--- src/hdl/chebcg_pkg.sv ---
// Types and constants shared by the Chebyshev coefficient generator modules.
package chebcg_pkg;

  // Fixed field widths.
  localparam int DEG_W  = 6;
  localparam int COEF_W = 61;

  localparam logic [COEF_W-1:0] COEF_ONE = COEF_W'(1);

  // Controller states.
  typedef enum logic [2:0] {
    ST_IDLE,
    ST_INIT_LO,
    ST_INIT_HI,
    ST_COMP,
    ST_DRAIN,
    ST_EMIT_RD,
    ST_EMIT_LD
  } chebcg_state_t;

  // Commands from the controller to the datapath.
  typedef struct packed {
    logic load;
    logic init_lo;
    logic init_hi;
    logic comp_step;
    logic row_next;
    logic emit_rd;
    logic emit_ld;
  } chebcg_cmd_t;

  // Status from the datapath to the controller.
  typedef struct packed {
    logic n_le_one;
    logic row_done;
    logic rows_done;
    logic emit_last;
    logic out_free;
  } chebcg_sts_t;

endpackage

--- src/hdl/chebcg_ctrl.sv ---
// Sequencing state machine of the Chebyshev coefficient generator.
module chebcg_ctrl
  import chebcg_pkg::*;
(
  input  logic        clk,
  input  logic        rst_n,
  input  logic        in_valid,
  output logic        in_ready,
  output chebcg_cmd_t cmd,
  input  chebcg_sts_t sts
);

  chebcg_state_t state_r;
  chebcg_state_t state_nxt;

  // State register.
  always_ff @(posedge clk) begin
    if (!rst_n) begin
      state_r <= ST_IDLE;
    end else begin
      state_r <= state_nxt;
    end
  end

  // Next state.
  always_comb begin
    state_nxt = state_r;
    case (state_r)
      ST_IDLE: begin
        if (in_valid) state_nxt = ST_INIT_LO;
      end
      ST_INIT_LO: begin
        state_nxt = ST_INIT_HI;
      end
      ST_INIT_HI: begin
        state_nxt = sts.n_le_one ? ST_EMIT_RD : ST_COMP;
      end
      ST_COMP: begin
        if (sts.row_done) state_nxt = ST_DRAIN;
      end
      ST_DRAIN: begin
        state_nxt = sts.rows_done ? ST_EMIT_RD : ST_COMP;
      end
      ST_EMIT_RD: begin
        state_nxt = ST_EMIT_LD;
      end
      ST_EMIT_LD: begin
        if (sts.out_free) state_nxt = sts.emit_last ? ST_IDLE : ST_EMIT_RD;
      end
      default: begin
        state_nxt = ST_IDLE;
      end
    endcase
  end

  // Commands decoded from the current state; load also needs in_valid and emit_ld needs out_free.
  always_comb begin
    cmd           = '0;
    cmd.load      = (state_r == ST_IDLE) && in_valid;
    cmd.init_lo   = (state_r == ST_INIT_LO);
    cmd.init_hi   = (state_r == ST_INIT_HI);
    cmd.comp_step = (state_r == ST_COMP);
    cmd.row_next  = (state_r == ST_DRAIN);
    cmd.emit_rd   = (state_r == ST_EMIT_RD);
    cmd.emit_ld   = (state_r == ST_EMIT_LD) && sts.out_free;
    in_ready      = (state_r == ST_IDLE);
  end

endmodule

--- config.mk ---
export PLATFORM = sky130hd
export DESIGN_NAME = chebcg_ctrl
export DESIGN_NICKNAME = d
export VERILOG_FILES = /design/src/hdl/chebcg_pkg.sv /design/src/hdl/chebcg_ctrl.sv
export SDC_FILE = /design/constraint.sdc
export NUM_CORES = 1
export LEC_CHECK = 0
export BUFFER_PORTS_ARGS = -buffer_cell sky130_fd_sc_hd__buf_2
export CAP_MARGIN = 20
export CORE_AREA = 2 2 39 41
export CTS_CLUSTER_DIAMETER = 80
export DETAILED_ROUTE_END_ITERATION = 8
export DIE_AREA = 0 0 41 43
export GPL_TIMING_DRIVEN = 0
export PLACE_DENSITY = 0.44
export SYNTH_ARGS = -nofsm -noshare
export SYNTH_HDL_FRONTEND = slang
export SYNTH_SLANG_ARGS = --single-unit
--- constraint.sdc ---
create_clock -name clk -period 1.8 [get_ports clk]
set_input_delay 0.36 -clock clk [delete_from_list [all_inputs] [get_ports clk]]
set_output_delay 0.36 -clock clk [all_outputs]
set_load 0.005 [all_outputs]
==> results.md <==
| Result | Reported |
|---|---|
| Row cnt | 14 |
| Total via count in the routed design | 342 |
| Worst slack after detailed placement | 421 ps |
| Total of max-cap violations | 0 |
| Placer's final routability congestion estimate | 0.667 |
| Vias in the first global route | 297 |
| Num ports | 16 |
| Relative max-transition margin | 83.4% |
| Number of diodes added for antenna fixing | 0 |
| Number of buffer cells added on primary ports | 15 |
| Time the worst path needs with I/O delays and setup | 1610 ps |
| Share of Yosys cell area claimed by the top area cell type | 19.9% |
| Final setup viols | 0 |
| Final wirelength | 759 µm |
| Number of hold violations in the final report | 0 |
| Leading registers by flop count | state_r x3 |
| Sum of overflow across all layers after global routing | 0 |
| Number of nets at the end of the flow | 65 |
| Slew at the pin closest to its max-slew limit | 249 ps |
| Register containing the most flip-flops in the final layout | state_r |
| Run status | complete, no violations |
| DIE AREA | 1760 µm² |
| Most used flip-flop cell after synthesis | dfxtp_1 |
| Required time worst endpoint | 1440 ps |
| Post-synth EDFFs | 0 |
| Pwr dens | 668 nW/µm² |
| Maximum number of pins on one net before global-route repair | 11 |
| Worst Setup Start Kind | flop |
| Post-route cell area | 423 µm² |
| Largest register FFs | 3 |
| Setup slack after layout | 194 ps |
| Detailed-route wire length per cell | 10.5 µm |
| Global Route met1 Usage | 13.2% |
| TritonCTS clock tree | done |
| DRC violation count after routing | 0 |
| Post-Route Utilization | 30.6% |
| Total leakage power | 0.000205 µW |
| CP Class | reg2out |
| Fraction of final layout cells with drive strength greater than 1 | 48.2% |
| Number of buffers added by the clock tree synthesis step | 3 |
| Area growth from synthesis to final layout | 40.2% |
| Die extent in y | 43 µm |
| Largest voltage drop on the vdd net | 0.252 mV |
| GRT met2 Usage | 15.0% |
| Synthesized netlist net count | 45 |
| # hold bufs at CTS | 0 |
| Final period util | 89.2% |
| Cells taking the most area after synthesis | dfxtp_1 20%, and3b_1 5.8%, o21ai_1 5.0%, a221oi_2 5.0%, a211oi_2 4.1% |
| Hold_ws | 414 ps |
| Starting utilization of the core area | 21.8% |
| Syn Std Cell Area | 302 µm² |
| Met3 track demand over resource | 4.71% |
| Number of clock sinks seen by CTS | 3 |
| Library cell occupying the most area in the post-synthesis netlist | dfxtp_1 |
| Antenna violations before repair | 0 |
| Number of flip-flops and latches in the synthesized netlist | 3 |
| Total global-route track usage | 11.0% |
| Latest clock arrival within the worst-skew pair | 230 ps |
| Root buffer selected by CTS | clkbuf_4 |
| Length in cells of the worst reg-to-reg path | 3 |
| Area of the core | 1380 µm² |
| Average size of a mapped cell | 8.15 µm² |
| Post CTS Setup Buffer Count | 0 |
| Number of buffers between clock root and the deepest sink | 2 |
| Number of gates given a new drive strength after cts | 0 |
| Drt first-iter violations | 2 |
| Max Clock Skew | 1.93 ps |
| Arrival time at the worst endpoint | 1250 ps |
| Global-route wire length before repair | 1.26 mm |
| Post-placement cell area | 397 µm² |
| Maximum level of the CTS H-tree | 1 |
| Slew Viols, Final | 0 |
| Residual antenna-violating net count after detailed routing | 0 |
| Unrepaired setup endpoints after global routing | no |
| Clock-pin slew on the worst setup and hold paths | 40 ps |
| Async set-or-reset flop fraction in the synthesized netlist | 0% |
| Floorplan die width | 41 µm |
| DR pass1 iterations | 2 |
| Detailed-placement wirelength estimate | 597 µm |
| Type of destination of the critical path | output port |
| Summed negative setup slack over all endpoints | 0 ps |
| Worst min-delay path category | in2reg |
| Highest-utilization routing layer at the global route stage | met2 |
| Synthesized instance count | 37 |
| Sequential area share after synthesis | 19.9% |
| Highest attainable clock frequency | 623 MHz |
| Number of instances on the worst hold path | 3 |
| Average via count per standard cell | 4.75 |
| Number of synthesis warnings | 0 |
| Distinct cell type count after synthesis | 27 |
| Highest net fanout along the worst path | 10 |
-- per-stage QoR --
stage | std cells | total power [µW]
after floorplan | 37 | 137
after global placement | 68 | 171
after detailed placement | 68 | 170
after CTS | 72 | 291
after global routing | 72 | 307
final | 72 | 282
-- power breakdown --
| group | switching, µW | internal, µW | leakage (µW) |
|---|---|---|---|
| registers | 7.90 | 72.4 | 0.0000246 |
| logic | 43.1 | 44.6 | 0.000166 |
| clock network | 31.5 | 82.8 | 0.0000150 |
| total | 82.5 | 200 | 0.000205 |
-- placed cells by master, fill, tap and decap left out, drive strengths merged, types with 2 or more instances in the layout --
master and instances:
and3b 2, dfxtp 3, nor2 2, buf 18
inv 2, nor3b 2, a21oi 2, nor2b 3
clkbuf 4, o21ai 4
-- final timing paths --
check	startpoint	endpoint	slack (ps)
worst max-delay path	state_r[2]	cmd[3]	190
worst min-delay path	rst_n	state_r[1]	410
worst max register to register	state_r[0]	state_r[2]	670
worst min register to register	state_r[1]	state_r[2]	640
-- per-layer routing --
metal	wire length [µm]	vias up
li1	-	175
met1	329	158
met2	373	9
met3	56	0
met4	0	0
met5	0	-
-- cell type report --
class,instances,area [µm²]
sequential,3,60.1
tap,16,20.0
clock buffer,4,26.3
buffer,3,17.5
fill,177,961
timing repair buffer,15,75.1
multi-input combinational,29,216
inverter,2,7.51
-- synthesized netlist by cell type (2+ instances only) --
cell type,n
dfxtp_1,3
o21ai_1,3
a21oi_1,2
and3b_1,2
buf_2,2
inv_1,2
nor2_1,2
nor2b_1,2
-- kinds of logic (layout without fill, tap and decap cells) --
logic type | Yosys count | in the layout | synth area share (%)
DFF | 3 | 3 | 19.9
buffers and inverters | 5 | 24 | 8.30
AOI/OAI and AO/OA | 12 | 12 | 30.7
muxes | 1 | 1 | 3.73
and+or+nand+nor | 16 | 16 | 37.3
-- critical path: stages, from the launching register on --
cell     delay [ps]
dfxtp_1         450
buf_2           260
and3b_1         190
buf_2           120
(Power assumes the default switching activity.)
